===== src/sv/pfe_pkg.sv =====
`timescale 1ns / 1ps
// ----------------------------------------------------------------------------
// pfe_pkg
// Shared types and constants of the paged flash emulator: item layouts,
// operation and status codes, flash base address and erased byte value.
// ----------------------------------------------------------------------------
package pfe_pkg;

  // Absolute address at which the flash array is mapped
  localparam logic [19:0] FLASH_BASE  = 20'h80000;
  // Value of every byte of an erased page
  localparam logic [7:0]  ERASED_BYTE = 8'hFF;

  // Operation codes carried in the mode field
  typedef enum logic [1:0] {
    MODE_READ  = 2'd0,
    MODE_WRITE = 2'd1,
    MODE_ERASE = 2'd2
  } mode_t;

  // Result status codes
  typedef enum logic [1:0] {
    ST_OK         = 2'd0,
    ST_NOT_ERASED = 2'd1,
    ST_PARAM      = 2'd2,
    ST_BOUNDS     = 2'd3
  } status_t;

  // One input item: a single byte of a transfer, or an erase command
  typedef struct packed {
    logic [1:0]  mode;
    logic [19:0] address;
    logic [13:0] length;
    logic [12:0] byte_index;
    logic [7:0]  data_byte;
  } req_item_t;

  // One result item
  typedef struct packed {
    logic [1:0] status;
    logic [7:0] read_byte;
    logic       last;
  } rsp_item_t;

endpackage


===== src/sv/pfe_req_if.sv =====
`timescale 1ns / 1ps
// ----------------------------------------------------------------------------
// pfe_req_if
// Valid/ready channel that carries input items into the flash emulator.
// ----------------------------------------------------------------------------
interface pfe_req_if;
  import pfe_pkg::*;

  logic      valid;
  logic      ready;
  req_item_t item;

  modport source (output valid, output item, input ready);
  modport sink   (input valid, input item, output ready);

endinterface


===== src/sv/pfe_rsp_if.sv =====
`timescale 1ns / 1ps
// ----------------------------------------------------------------------------
// pfe_rsp_if
// Valid/ready channel that carries result items out of the flash emulator.
// ----------------------------------------------------------------------------
interface pfe_rsp_if;
  import pfe_pkg::*;

  logic      valid;
  logic      ready;
  rsp_item_t item;

  modport source (output valid, output item, input ready);
  modport sink   (input valid, input item, output ready);

endinterface


===== src/sv/pfe_ctrl.sv =====
`timescale 1ns / 1ps
// ----------------------------------------------------------------------------
// pfe_ctrl
// Sequencer of the flash emulator. One cursor register and one shared adder
// walk the memory for the reset clearing pass, the page start search, the
// page erase fill and the erased check scan; the same sequencer performs
// the byte accesses and loads the result register.
// ----------------------------------------------------------------------------
module pfe_ctrl #(
  parameter int MEMORY_BYTES = 8192,
  parameter int PAGE_BYTES   = 2048,
  parameter int AW           = 13
) (
  input  logic          clk,
  input  logic          rst,
  pfe_req_if.sink       req,
  pfe_rsp_if.source     rsp,
  output logic          mem_we,
  output logic [AW-1:0] mem_addr,
  output logic [7:0]    mem_wdata,
  input  logic [7:0]    mem_rdata
);
  import pfe_pkg::*;

  // Cursor width: holds offsets up to one page past the memory end
  localparam int CW = $clog2(MEMORY_BYTES + PAGE_BYTES + 1);
  // Width of absolute address arithmetic
  localparam int WW = 21;

  localparam logic [CW-1:0] MEM_C  = CW'(MEMORY_BYTES);
  localparam logic [CW-1:0] PAGE_C = CW'(PAGE_BYTES);
  localparam logic [WW-1:0] BASE_W = WW'(FLASH_BASE);
  localparam logic [WW-1:0] END_W  = BASE_W + WW'(MEMORY_BYTES);
  localparam logic [WW-1:0] MEM_W  = WW'(MEMORY_BYTES);

  typedef enum logic [3:0] {
    S_CLEAR,
    S_IDLE,
    S_DECODE,
    S_FIND,
    S_FILL,
    S_SCAN,
    S_SCAN_END,
    S_ACCESS,
    S_READ_WAIT,
    S_RESP
  } state_t;

  typedef enum logic [1:0] {
    PH_ERASE,
    PH_PAGE1,
    PH_PAGE2
  } phase_t;

  state_t    state;
  phase_t    phase;
  req_item_t itm;
  logic [CW-1:0] cur;
  logic [CW-1:0] lim;
  logic [CW-1:0] tgt;
  logic      chk_valid;
  logic      bad;
  status_t   xfer_status;
  status_t   res_status;
  logic [7:0] res_rd;
  logic      res_last;
  logic      out_valid;
  rsp_item_t out_item;

  logic [CW-1:0] cur_sum;
  logic [WW-1:0] addr_w;
  logic [WW-1:0] len_w;
  logic [WW-1:0] off_w;
  logic [WW-1:0] last_off_w;
  logic [WW-1:0] acc_w;
  logic          addr_lo;
  logic          addr_in;
  logic          xfer_oob;
  logic          guard;
  logic          bad_now;
  logic          idx_last;
  logic          do_write;

  // Shared adder: page steps during the search, single bytes otherwise
  assign cur_sum = cur + ((state == S_FIND) ? PAGE_C : CW'(1));

  // Address decode of the latched item
  assign addr_w     = WW'(itm.address);
  assign len_w      = WW'(itm.length);
  assign off_w      = addr_w - BASE_W;
  assign last_off_w = off_w + len_w - WW'(1);
  assign acc_w      = off_w + WW'(itm.byte_index);
  assign addr_lo    = (itm.address < FLASH_BASE);
  assign addr_in    = !addr_lo && (addr_w < END_W);
  assign xfer_oob   = !addr_in || ((addr_w + len_w) > END_W);
  assign guard      = !addr_lo && (acc_w < MEM_W);
  assign idx_last   = ((14'(itm.byte_index) + 14'd1) >= itm.length);
  assign bad_now    = bad || (chk_valid && (mem_rdata != ERASED_BYTE));

  // Memory port: sweeps use the cursor, byte accesses the computed offset
  assign do_write  = (state == S_ACCESS) && (itm.mode == MODE_WRITE) &&
                     (xfer_status == ST_OK) && guard;
  assign mem_we    = (state == S_CLEAR) || (state == S_FILL) || do_write;
  assign mem_addr  = (state == S_ACCESS) ? acc_w[AW-1:0] : cur[AW-1:0];
  assign mem_wdata = (state == S_ACCESS) ? itm.data_byte : ERASED_BYTE;

  assign req.ready = (state == S_IDLE);
  assign rsp.valid = out_valid;
  assign rsp.item  = out_item;

  // Sequencer, result register and erased check flag
  always_ff @(posedge clk) begin
    if (rst) begin
      state       <= S_CLEAR;
      cur         <= '0;
      out_valid   <= 1'b0;
      chk_valid   <= 1'b0;
      xfer_status <= ST_OK;
    end else begin
      // Drop the result once its transfer completes, unless a new one loads
      if (out_valid && rsp.ready && (state != S_RESP)) begin
        out_valid <= 1'b0;
      end
      chk_valid <= (state == S_SCAN);
      if (chk_valid && (mem_rdata != ERASED_BYTE)) begin
        bad <= 1'b1;
      end

      case (state)
        S_CLEAR: begin
          cur <= cur_sum;
          if (cur_sum == MEM_C) begin
            state <= S_IDLE;
          end
        end

        S_IDLE: begin
          if (req.valid) begin
            itm   <= req.item;
            state <= S_DECODE;
          end
        end

        S_DECODE: begin
          res_rd   <= '0;
          res_last <= 1'b1;
          cur      <= '0;
          case (itm.mode)
            MODE_ERASE: begin
              if (!addr_in) begin
                res_status <= ST_BOUNDS;
                state      <= S_RESP;
              end else begin
                tgt   <= off_w[CW-1:0];
                phase <= PH_ERASE;
                state <= S_FIND;
              end
            end
            MODE_READ, MODE_WRITE: begin
              if (itm.byte_index != '0) begin
                state <= S_ACCESS;
              end else if (xfer_oob) begin
                xfer_status <= ST_BOUNDS;
                state       <= S_ACCESS;
              end else if (itm.length == '0) begin
                xfer_status <= ST_PARAM;
                state       <= S_ACCESS;
              end else if (itm.mode == MODE_WRITE) begin
                bad   <= 1'b0;
                tgt   <= off_w[CW-1:0];
                phase <= PH_PAGE1;
                state <= S_FIND;
              end else begin
                xfer_status <= ST_OK;
                state       <= S_ACCESS;
              end
            end
            default: begin
              res_status <= ST_PARAM;
              state      <= S_RESP;
            end
          endcase
        end

        // Step the cursor a page at a time to the start of the target page
        S_FIND: begin
          if (cur_sum <= tgt) begin
            cur <= cur_sum;
          end else begin
            lim   <= (cur_sum > MEM_C) ? MEM_C : cur_sum;
            state <= (phase == PH_ERASE) ? S_FILL : S_SCAN;
          end
        end

        S_FILL: begin
          cur <= cur_sum;
          if (cur_sum == lim) begin
            res_status <= ST_OK;
            state      <= S_RESP;
          end
        end

        S_SCAN: begin
          cur <= cur_sum;
          if (cur_sum == lim) begin
            state <= S_SCAN_END;
          end
        end

        // Last read data of the page is checked through bad_now
        S_SCAN_END: begin
          if (phase == PH_PAGE1) begin
            tgt   <= last_off_w[CW-1:0];
            phase <= PH_PAGE2;
            cur   <= '0;
            state <= S_FIND;
          end else begin
            xfer_status <= bad_now ? ST_NOT_ERASED : ST_OK;
            state       <= S_ACCESS;
          end
        end

        S_ACCESS: begin
          res_status <= xfer_status;
          res_last   <= (xfer_status != ST_OK) || idx_last;
          res_rd     <= '0;
          if ((xfer_status == ST_OK) && guard && (itm.mode == MODE_READ)) begin
            state <= S_READ_WAIT;
          end else begin
            state <= S_RESP;
          end
        end

        S_READ_WAIT: begin
          res_rd <= mem_rdata;
          state  <= S_RESP;
        end

        // Load the result register once it is free
        S_RESP: begin
          if (!out_valid || rsp.ready) begin
            out_item.status    <= res_status;
            out_item.read_byte <= res_rd;
            out_item.last      <= res_last;
            out_valid          <= 1'b1;
            state              <= S_IDLE;
          end
        end

        default: begin
          state <= S_IDLE;
        end
      endcase
    end
  end

endmodule


===== src/flat_wrapper.sv =====
// flat-port wrapper written by rule: the top's interface ports become plain ports
module pfe_ctrl_flat import pfe_pkg::*;
#(
  parameter int MEMORY_BYTES = 8192,
  parameter int PAGE_BYTES   = 2048,
  parameter int AW           = 13
)
  (clk, rst, mem_we, mem_addr, mem_wdata, mem_rdata, req_valid, req_item, req_ready, rsp_valid, rsp_item, rsp_ready);
  pfe_req_if req_i ();
  pfe_rsp_if rsp_i ();
  input  logic clk;
  input  logic rst;
  output logic mem_we;
  output logic [AW-1:0] mem_addr;
  output logic [7:0] mem_wdata;
  input  logic [7:0] mem_rdata;
  input wire logic [$bits(req_i.valid)-1:0] req_valid;
  input wire logic [$bits(req_i.item)-1:0] req_item;
  output wire logic [$bits(req_i.ready)-1:0] req_ready;
  output wire logic [$bits(rsp_i.valid)-1:0] rsp_valid;
  output wire logic [$bits(rsp_i.item)-1:0] rsp_item;
  input wire logic [$bits(rsp_i.ready)-1:0] rsp_ready;
  assign req_i.valid = req_valid;
  assign req_i.item = req_item;
  assign req_ready = req_i.ready;
  assign rsp_valid = rsp_i.valid;
  assign rsp_item = rsp_i.item;
  assign rsp_i.ready = rsp_ready;
  pfe_ctrl #(.MEMORY_BYTES(MEMORY_BYTES), .PAGE_BYTES(PAGE_BYTES), .AW(AW)) u_core (.clk(clk), .rst(rst), .req(req_i), .rsp(rsp_i), .mem_we(mem_we), .mem_addr(mem_addr), .mem_wdata(mem_wdata), .mem_rdata(mem_rdata));
endmodule

===== config.mk =====
export PLATFORM = sky130hd
export DESIGN_NAME = pfe_ctrl_flat
export DESIGN_NICKNAME = d
export VERILOG_FILES = /design/src/sv/pfe_pkg.sv /design/src/sv/pfe_req_if.sv /design/src/sv/pfe_rsp_if.sv /design/src/sv/pfe_ctrl.sv /design/src/flat_wrapper.sv
export SDC_FILE = /design/constraint.sdc
export NUM_CORES = 1
export LEC_CHECK = 0
export BUFFER_PORTS_ARGS = -buffer_cell sky130_fd_sc_hd__buf_4
export CORE_UTILIZATION = 30
export DETAILED_ROUTE_END_ITERATION = 10
export PLACE_DENSITY = 0.49
export SETUP_SLACK_MARGIN = 0.05
export SLEW_MARGIN = 20
export SYNTH_ARGS = -nofsm -noshare
export SYNTH_HDL_FRONTEND = slang
export SYNTH_SLANG_ARGS = --single-unit

===== constraint.sdc =====
create_clock -name clk -period 4.26 [get_ports clk]
set_input_delay 0.426 -clock clk [delete_from_list [all_inputs] [get_ports clk]]
set_output_delay 0.426 -clock clk [all_outputs]
set_load 0.02 [all_outputs]

-- Word-level counts from Yosys, hierarchy flattened
Cells that the tools add are included.
- flip-flop bits (word level): 132
- latch bits: 0
- bits in writable memories: 0
- ROM bits: 0
- input port bits: 69
- output and inout bits: 35
- word-level logic and storage cells: 178
- memories kept: 0
- add/sub/neg operators: 7
- multiply operators: 0
- divide/modulo/power cells: 0
- magnitude comparators: 7
- equal/unequal tests: 36
- shift operators: 0
- mux-type cells: 62
- bitwise gates (word level): 2
- reductions and logical operators: 44
- operator list (kind ; number):
    14-bit 2-to-1 mux ; 8
    14-bit case mux with 2 select lines ; 2
    14-bit case mux with 4 select lines ; 1
    20-bit less-than comparator (second input constant) ; 2
    4-bit 2-to-1 mux ; 10
    4-bit case mux with 10 select lines ; 1
    14-bit adder ; 2
    2-bit 2-to-1 mux ; 14
    20-bit by 14-bit adder with 21-bit output ; 1
    21-bit by 13-bit adder with 21-bit output ; 1
    21-bit by 20-bit greater-than comparator with 1-bit output (second input constant) ; 1
    21-bit by 14-bit less-than comparator with 1-bit output (second input constant) ; 1
    20-bit by 20-bit subtractor with 21-bit output (second input constant) ; 1
    2-bit != test (second input constant) ; 9
    4-bit by 3-bit == test with 1-bit output (second input constant) ; 4
    2-bit case mux with 2 select lines ; 4
    8-bit case mux with 2 select lines ; 1
    13-bit by 1-bit adder with 14-bit output (second input constant) ; 1
    14-bit == test ; 1
    14-bit == test (second input constant) ; 1
    14-bit greater-or-equal comparator ; 1
    14-bit greater-than comparator (second input constant) ; 1
    14-bit <= comparator ; 1
    14-bit logical NOT ; 1
    other kinds (37) ; 88

-- Longest topological paths before layout
Gate-level depths: netlist (run 1).
- depth in word-level cells: 9
- mapped depth: 20
- gate-level depth less buffers: 17

-- Worst setup path after synthesis (run 1)
Ideal clock, no wire load.
- kind: register to register
- from: register u_core.state[3]
- to: register u_core.lim[0] (enable)
- setup time: 0.403 ns
- arrival: 3.798 ns
- data required time: 3.857 ns
- path slack: 0.059 ns
- stages on the path, launching flop included: 17
- buffers on the path: 2
- clock period less this slack: 4.201 ns
- path through: dfxtp_1 > clkbuf_1 > nor2_1 > nand3_1 > inv_1 > ha_1 > nand2_1 > nor4_1 > o21ai_0 > xnor2_1 > clkbuf_1 > ha_1 > nand4_1 > nor2_1 > a21oi_1 > nand2_1 > nor3_1
- cells in the longest elaborated chain, start to end: 6
- ends and longest elaborated chain (item ; RTL line ; RTL):
    from (decl) ; pfe_ctrl.sv:55 ; state_t state;
    from (signal assigned) ; pfe_ctrl.sv:191 ; state <= (phase == PH_ERASE) ? S_FILL : S_SCAN;
    4-bit by 2-bit == test with 1-bit output ; pfe_ctrl.sv:85 ; assign cur_sum = cur + ((state == S_FIND) ? PAGE_C : CW'(1));
    12-bit 2-to-1 mux ; pfe_ctrl.sv:85 ;
    14-bit adder ; pfe_ctrl.sv:85 ;
    named net u_core.cur_sum[13] ; pfe_ctrl.sv:70 ; logic [CW-1:0] cur_sum;
    14-bit <= comparator ; pfe_ctrl.sv:187 ; if (cur_sum <= tgt) begin
    1-bit inverter (no source line) ; -- ;
    3-bit AND reduction (no source line) ; -- ;
    to (signal assigned) ; pfe_ctrl.sv:190 ; lim <= (cur_sum > MEM_C) ? MEM_C : cur_sum;
    to (decl) ; pfe_ctrl.sv:59 ; logic [CW-1:0] lim;
The timed path passes the listed nets, and every way through them passes these cells.
A chain may end at the register's enable or synchronous reset.

-- Worst setup path in the final report (run 1)
- from: register u_core.state[2]
- to: register u_core.cur[3]
- cells in the longest elaborated chain, start to end: 6
- elaborated cells between the ends (all ways): 16
- classes of those cells: add/sub: 1; order compare: 1; eq/ne: 7; mux: 3; reduce/logical: 4
- ends and longest elaborated chain (item ; RTL line ; RTL):
    4-bit by 2-bit == test with 1-bit output ; pfe_ctrl.sv:85 ;
    12-bit 2-to-1 mux ; pfe_ctrl.sv:85 ;
    14-bit adder ; pfe_ctrl.sv:85 ;
    named net u_core.cur_sum[7] ; pfe_ctrl.sv:70 ;
    14-bit <= comparator ; pfe_ctrl.sv:187 ;
    2-bit != test (no source line) ; -- ;
    3-bit AND reduction (no source line) ; -- ;
    to (signal assigned) ; pfe_ctrl.sv:188 ; cur <= cur_sum;
    to (signal assigned) ; pfe_ctrl.sv:196 ; cur <= cur_sum;
    to (signal assigned) ; pfe_ctrl.sv:204 ; cur <= cur_sum;
    to (decl) ; pfe_ctrl.sv:58 ; logic [CW-1:0] cur;
The timed path passes the listed nets, and every way through them passes these cells. The select of a mux whose other input is x is not followed.

==> flow_summary.json, run 1 <==
{
  "outcome": "finished clean",
  "power_density_nw_per_um2": 349,
  "pin_count": 104,
  "regToRegStartpoint": "u_core.state[2]",
  "clk_pin_slew_ns": 0.07,
  "worst_hold_path.endpoint": "u_core.addr_w[4]",
  "fmax_mhz": 254,
  "setup_tns_ns": 0,
  "viasPerCell": 5.08,
  "fin_crit_ns": 3.94,
  "clkLatencyLatePin_ns": 0.42,
  "wire_per_inst_um": 18.0,
  "async_flop_share_pct": 0,
  "hold_violations": 0,
  "initial_core_util_pct": 30.8,
  "max_slew_margin_pct": 41.5,
  "power_switching_w": 0.00116,
  "irDropWorstVdd_mv": 0.241,
  "fin_crit_sh_pct": 92.5,
  "fill_cells": 3049,
  "grt_pass1_wl_um": 41300,
  "synth_cell_types": 77,
  "cts_max_level": 4,
  "yosys_register_bits": 132,
  "areaGrowthSynthToFinish_pct": 21.3,
  "postRouteAntennaNets": 0,
  "layout.nets": 1222,
  "leakage_nw": 4.67,
  "min_from": "req_item[39]",
  "rows": 63,
  "skew_ns": 0.0157,
  "seqPwrFrac_pct": 38.5,
  "critPathArrivalTime_ns": 4.29,
  "grt_pass1_vias": 7351,
  "cts_tree": "built",
  "drive_gt1_share_pct": 18.7,
  "setup_viol": 0,
  "critical_path_class": "reg -> reg",
  "synthCells": 955,
  "ys.flop_type": "edfxtp_1",
  "power_w": 0.00390,
  "grt_use_total_pct": 17.3,
  "n_antenna_cell": 0,
  "cts_buffers": 17,
  "die_w_um": 177,
  "place_ws_ns": 0.188,
  "swShare_pct": 29.8,
  "drt-initial-drc-count": 481,
  "p_comb_share_pct": 20.6,
  "synth_edf_count": 110,
  "synth_top_area_share_pct": 35.8,
  "stdcell_count": 1468,
  "vias": 7458,
  "grt_max_degree": 58,
  "reg2reg_to": "u_core.cur[3]",
  "fin_ws_ns": 0.320,
  "yosysTopAreaCell": "edfxtp_1",
  "finalMaxSlewViolations": 0,
  "drtPass1Iterations": 5,
  "die_h_um": 177,
  "tightestPinTransition_ns": 0.875,
  "rrSetupSlack_ns": 0.32,
  "die_area_sq_um": 31400,
  "synth.area.top_cells": "edfxtp_1 (36%), ha_1 (12%), dfxtp_1 (4.8%)",
  "io_buffers": 103,
  "holdBufCountCts": 0,
  "clock-sinks": 132,
  "rr_worst_depth": 15,
  "core-area_sq_um": 30000,
  "drcViolationCount": 0,
  "worstHoldPathType": "in -> reg",
  "cts_max_path_buffers": 2,
  "worst_ep_required_time_ns": 4.61,
  "yosysMostFrequentCell": "edfxtp_1",
  "syn_area_sq_um": 9220,
  "antenna_found_initial": 2,
  "syn_nets": 1112,
  "postRouteWirelength_um": 26500,
  "cts_root_buf": "clkbuf_16",
  "hold_depth": 1,
  "p_clk_share_pct": 40.9,
  "dpl.hpwl_um": 20900,
  "crit_start": "u_core.state[2]",
  "cellInternalPower_w": 0.00274,
  "cp-end-kind": "register",
  "routabilityCongestion": 0.929,
  "yosysWarnings": 0,
  "crit_fanout": 8,
  "rsz0062_at_grt": "false",
  "synth_area_per_cell_sq_um": 9.65,
  "synth_top_cells_by_count": "edfxtp_1 (110), inv_1 (97), ha_1 (85), nand2_1 (69), nor2_1 (58)",
  "ys_seq_area_share_pct": 40.6,
  "placed_cells": 1436,
  "startpoint_type": "register",
  "grt-ovfl-total": 0,
  "maxCapViolCount": 0
}
layout by cell type (no fill, tap or decap), types with 4 or more instances in the layout:
cell and count:
nand2_1 68, o21a_1 13, or2_2 14, o31ai_1 4, clkinvlp_4 4, edfxtp_1 110
a211o_1 5, o21ai_0 53, xnor2_2 4, a31oi_1 11, o211ai_1 7, xnor2_1 33
and2_1 15, a211oi_1 9, a22oi_1 14, clkbuf_16 17, a21oi_1 33, nor2b_1 11
nand2b_1 9, a21boi_0 6, nor4_1 11, inv_6 5, buf_4 124, and3_1 14
mux2i_1 7, nand3_1 34, or4_1 6, a21o_1 17, o21bai_1 5, or3_1 5
inv_1 97, nor2_1 58, nor3_1 24, dfxtp_1 22, nand4_1 15, ha_1 85
xor2_1 27
worst max path at each step:
| stage | end | slack (ns) | depth (start not counted) |
|---|---|---|---|
| finish | u_core.cur[3] | 0.32 | 15 |
| floorplan | u_core.lim[0] | 0.06 | 16 |
| detailed placement | u_core.state[2] | 0.19 | 17 |
| global route | u_core.cur[5] | 0.03 | 16 |
| CTS | u_core.state[2] | 0.15 | 17 |
| global placement | u_core.state[2] | 0.21 | 17 |
flip-flops by register name (all words and copies together) (netlist names):
register            flops
u_core.res_status       2
u_core.xfer_status      2
u_core.phase            2
u_core.res_rd           8
u_core.state            4
u_core.res_last         1
u_core.addr_w          20
u_core.rsp.valid        1
u_core.bad              1
u_core.rsp.item        11
u_core.itm             37
u_core.cur             14
u_core.lim             14
u_core.tgt             14
u_core.chk_valid        1
worst max-delay path, cell delays in order, from the launching register on:
cell       delay, ns
dfxtp_1         0.31
nor2_1          0.21
nand3_1         0.21
ha_1            0.28
and3_4          0.23
and3_1          0.24
xor2_1          0.31
ha_1            0.31
a211oi_1        0.18
o21ai_0         0.15
a2111oi_2       0.41
a21boi_0        0.19
o21ai_0         0.22
and2_1          0.35
a22oi_1         0.11
mux2i_1         0.16
power by group through the flow:
| stage | sequential [W] | clock (W) | combinational [W] |
|---|---|---|---|
| after global routing | 0.00151 | 0.00168 | 0.000889 |
| after global placement | 0.00153 | 0 | 0.000800 |
| after CTS | 0.00150 | 0.00163 | 0.000804 |
| after floorplan | 0.00150 | 0 | 0.000546 |
| final | 0.00150 | 0.00159 | 0.000803 |
| after detailed placement | 0.00153 | 0 | 0.000800 |
stage by stage:
step | util (%) | instance area, sq um | hold WS [ns]
6_report | 37.3 | 11200 | 0.173
5_1_grt | 37.3 | 11200 | 0.154
4_1_cts | 37.1 | 11100 | 0.157
3_5_place_dp | 35.0 | 10500 | 0.405
3_3_place_gp | 35.0 | 10500 | 0.404
2_1_floorplan | - | 9220 | 0.400
routing by layer:
metal	GRT usage, %	up-vias	wire, um
met3	2.93	24	1290
li1	-	3699	-
met5	0	-	0
met4	4.49	0	371
met2	27.6	189	12100
met1	24.1	3546	12700
logic make-up after synthesis:
group	synth area share, %
buf+inv	5.71
mux	1.29
simple gates	17.4
fa+ha+maj	12.2
flops	40.6
xor+xnor	6.26
compound gates	16.5
cell type report:
| cell class | count | area [sq um] | area share (%) |
|---|---|---|---|
| clock inverters | 14 | 186 | 1.67 |
| repair buffers | 124 | 931 | 8.33 |
| inverters | 98 | 368 | 3.29 |
| clock buffers | 18 | 439 | 3.93 |
| multi-input cells | 692 | 5020 | 44.9 |
| flip-flops and latches | 132 | 3740 | 33.5 |
| well taps | 390 | 488 | 4.36 |
repair_timing:
action / CTS / global route
hold endpoints to repair: 0 / 0
resized for setup: 0 / 14
setup endpoints to repair: 0 / 15
buffers inserted: 0 / 0
Note: power is estimated with default switching activity, not from simulation.
==> inputs of run 2 (changes only) <==
--- a/config.mk
+++ b/config.mk
@@ -7,8 +7,10 @@
 export LEC_CHECK = 0
 export BUFFER_PORTS_ARGS = -buffer_cell sky130_fd_sc_hd__buf_4
 export CORE_UTILIZATION = 30
+export CTS_CLUSTER_SIZE = 10
 export DETAILED_ROUTE_END_ITERATION = 10
 export PLACE_DENSITY = 0.49
+export RECOVER_POWER = 25
 export SETUP_SLACK_MARGIN = 0.05
 export SLEW_MARGIN = 20
 export SYNTH_ARGS = -nofsm -noshare
==> flow_summary.json, run 2 (synthesis results as in run 1) <==
{
  "outcome": "finished clean",
  "rr_worst_depth": 15,
  "use_met2_pct": 27.6,
  "clk_pin_slew_ns": 0.07,
  "hold_violations": 0,
  "die_h_um": 177,
  "layout.nets": 1222,
  "regToRegStartpoint": "u_core.state[2]",
  "placed_cells": 1436,
  "clock-sinks": 132,
  "use_met3_pct": 2.93,
  "regMostFlops": "u_core.itm",
  "irDropWorstVdd_mv": 0.241,
  "largest_reg_flops": 37,
  "stdcell_count": 1468,
  "routabilityCongestion": 0.929,
  "leakage_nw": 4.65,
  "initial_core_util_pct": 30.8,
  "rrSetupSlack_ns": 0.34,
  "setup_viol": 0,
  "setup_tns_ns": 0,
  "dpl.hpwl_um": 20900,
  "areaGrowthSynthToFinish_pct": 21.2,
  "cp-end-kind": "register",
  "hold_depth": 1,
  "postRouteWirelength_um": 26400,
  "max_slew_margin_pct": 16.9,
  "layout_commonest_cell": "edfxtp_1",
  "grt_pass1_wl_um": 41300,
  "critical_path_class": "reg -> reg",
  "worstHoldPathType": "in -> reg",
  "critPathArrivalTime_ns": 4.28,
  "worst_ep_required_time_ns": 4.61,
  "fmax_mhz": 255,
  "drive_gt1_share_pct": 18.6,
  "top_usage_layer": "met2",
  "crit_fanout": 8,
  "skew_ns": 0.0151,
  "cpMaxStageDelayCell": "a2111oi_2",
  "grt_use_total_pct": 17.3,
  "drcViolationCount": 0,
  "min_from": "req_item[39]",
  "drt-initial-drc-count": 505,
  "startpoint_type": "register",
  "cts_max_path_buffers": 2,
  "wire_per_inst_um": 18.0,
  "maxCapViolCount": 0,
  "cts_max_level": 4,
  "power_density_nw_per_um2": 349,
  "rows": 63,
  "viasPerCell": 5.09,
  "fin_crit_sh_pct": 92.1,
  "clkLatencyLatePin_ns": 0.42,
  "critPathMaxStageDelay_ns": 0.41,
  "grt_max_degree": 58,
  "rsz0062_at_grt": "false",
  "io_buffers": 103,
  "cts_buffers": 17,
  "tightestPinTransition_ns": 1.25,
  "die_w_um": 177,
  "antenna_found_initial": 2,
  "grt_pass1_vias": 7351,
  "pin_count": 104,
  "drtPass1Iterations": 5,
  "worst_hold_path.endpoint": "u_core.addr_w[4]",
  "n_antenna_cell": 0,
  "finalMaxSlewViolations": 0,
  "final_cell_mix": "edfxtp_1 (110), inv_1 (97), ha_1 (85)",
  "cts_tree": "built",
  "grt-ovfl-total": 0,
  "postRouteAntennaNets": 0,
  "fill_cells": 3051,
  "reg2reg_to": "u_core.cur[3]",
  "grt_use_met1_pct": 24.1,
  "core-area_sq_um": 30000,
  "die_area_sq_um": 31400,
  "cts_root_buf": "clkbuf_16",
  "holdBufCountCts": 0,
  "fin_crit_ns": 3.92,
  "vias": 7470,
  "crit_path_cell_trace": "nor2_1 > nand3_1 > ha_1 > and3_4 > and3_1 > xor2_1 > ha_1 > a211oi_1 > o21ai_0 > a2111oi_2 > a21boi_0 > o21ai_0 > and2_1 > a22oi_1 > mux2i_1"
}
[run 2: cell count changes in the layout (fill, tap and decap cells not counted)]
| cell | before | now |
|---|---|---|
| buf_4 | 124 | 66 |
| clkbuf_1 | 0 | 1 |
| clkbuf_4 | 0 | 57 |
[run 2: worst max-delay path, delay by kind of cell (launching register included)]
family                   cells  cell delay, ns
XOR/XNOR                     1            0.30
AND/OR/NAND/NOR              5            1.21
flip-flops                   1            0.31
AO/OA/AOI/OAI                6            1.27
adder cells (fa/ha/maj)      2            0.59
multiplexers                 1            0.16
[run 2: timing repair]
action,in CTS,in global routing
hold endpoints to repair,0,0
buffers inserted,0,0
resized for setup,0,14
endpoints found under the setup margin,0,15
[run 2: metal layers]
metal	part of all wire, %	up-vias
met3	4.9	24
met5	0	-
met1	48	3553
met2	46	195
li1	-	3698
met4	1.4	0
[run 2: area by class of cell]
class / instances / area, sq um / share of cell area, %
clock buffer: 18 / 439 / 3.93
clock inverter: 14 / 186 / 1.67
inverter: 98 / 368 / 3.29
multi-input combinational: 692 / 5020 / 45.0
sequential: 132 / 3740 / 33.5
tap: 390 / 488 / 4.37
timing repair buffer: 124 / 927 / 8.30
[run 2: power breakdown]
part           total (W)  leakage [nW]  switching, W  internal, W
Clock            0.00159         0.294      0.000640     0.000954
Sequential       0.00150          1.17     0.0000546      0.00145
Combinational   0.000800          3.19      0.000468     0.000332
Total            0.00390          4.65       0.00116      0.00273
[run 2: worst max-delay path by stage]
stage | cells past startpoint | start | to | slack, ns
2_1_floorplan | 16 | u_core.state[3] | u_core.lim[0] | 0.06
3_3_place_gp | 17 | u_core.state[2] | u_core.state[2] | 0.21
3_5_place_dp | 17 | u_core.state[2] | u_core.state[2] | 0.19
4_1_cts | 17 | u_core.state[2] | u_core.state[2] | 0.15
5_1_grt | 16 | u_core.state[2] | u_core.cur[5] | 0.02
6_report | 15 | u_core.state[2] | u_core.cur[3] | 0.34
[run 2: per-stage QoR]
stage	setup WS [ns]	util (%)	hold slack (ns)	power, W	cell area (sq um)
global placement	0.214	35.0	0.404	0.00233	10500
detailed placement	0.188	35.0	0.405	0.00233	10500
CTS	0.146	37.1	0.157	0.00393	11100
finish	0.335	37.3	0.195	0.00390	11200
global route	0.0187	37.3	0.177	0.00407	11200
floorplan	0.0592	-	0.400	0.00205	9220
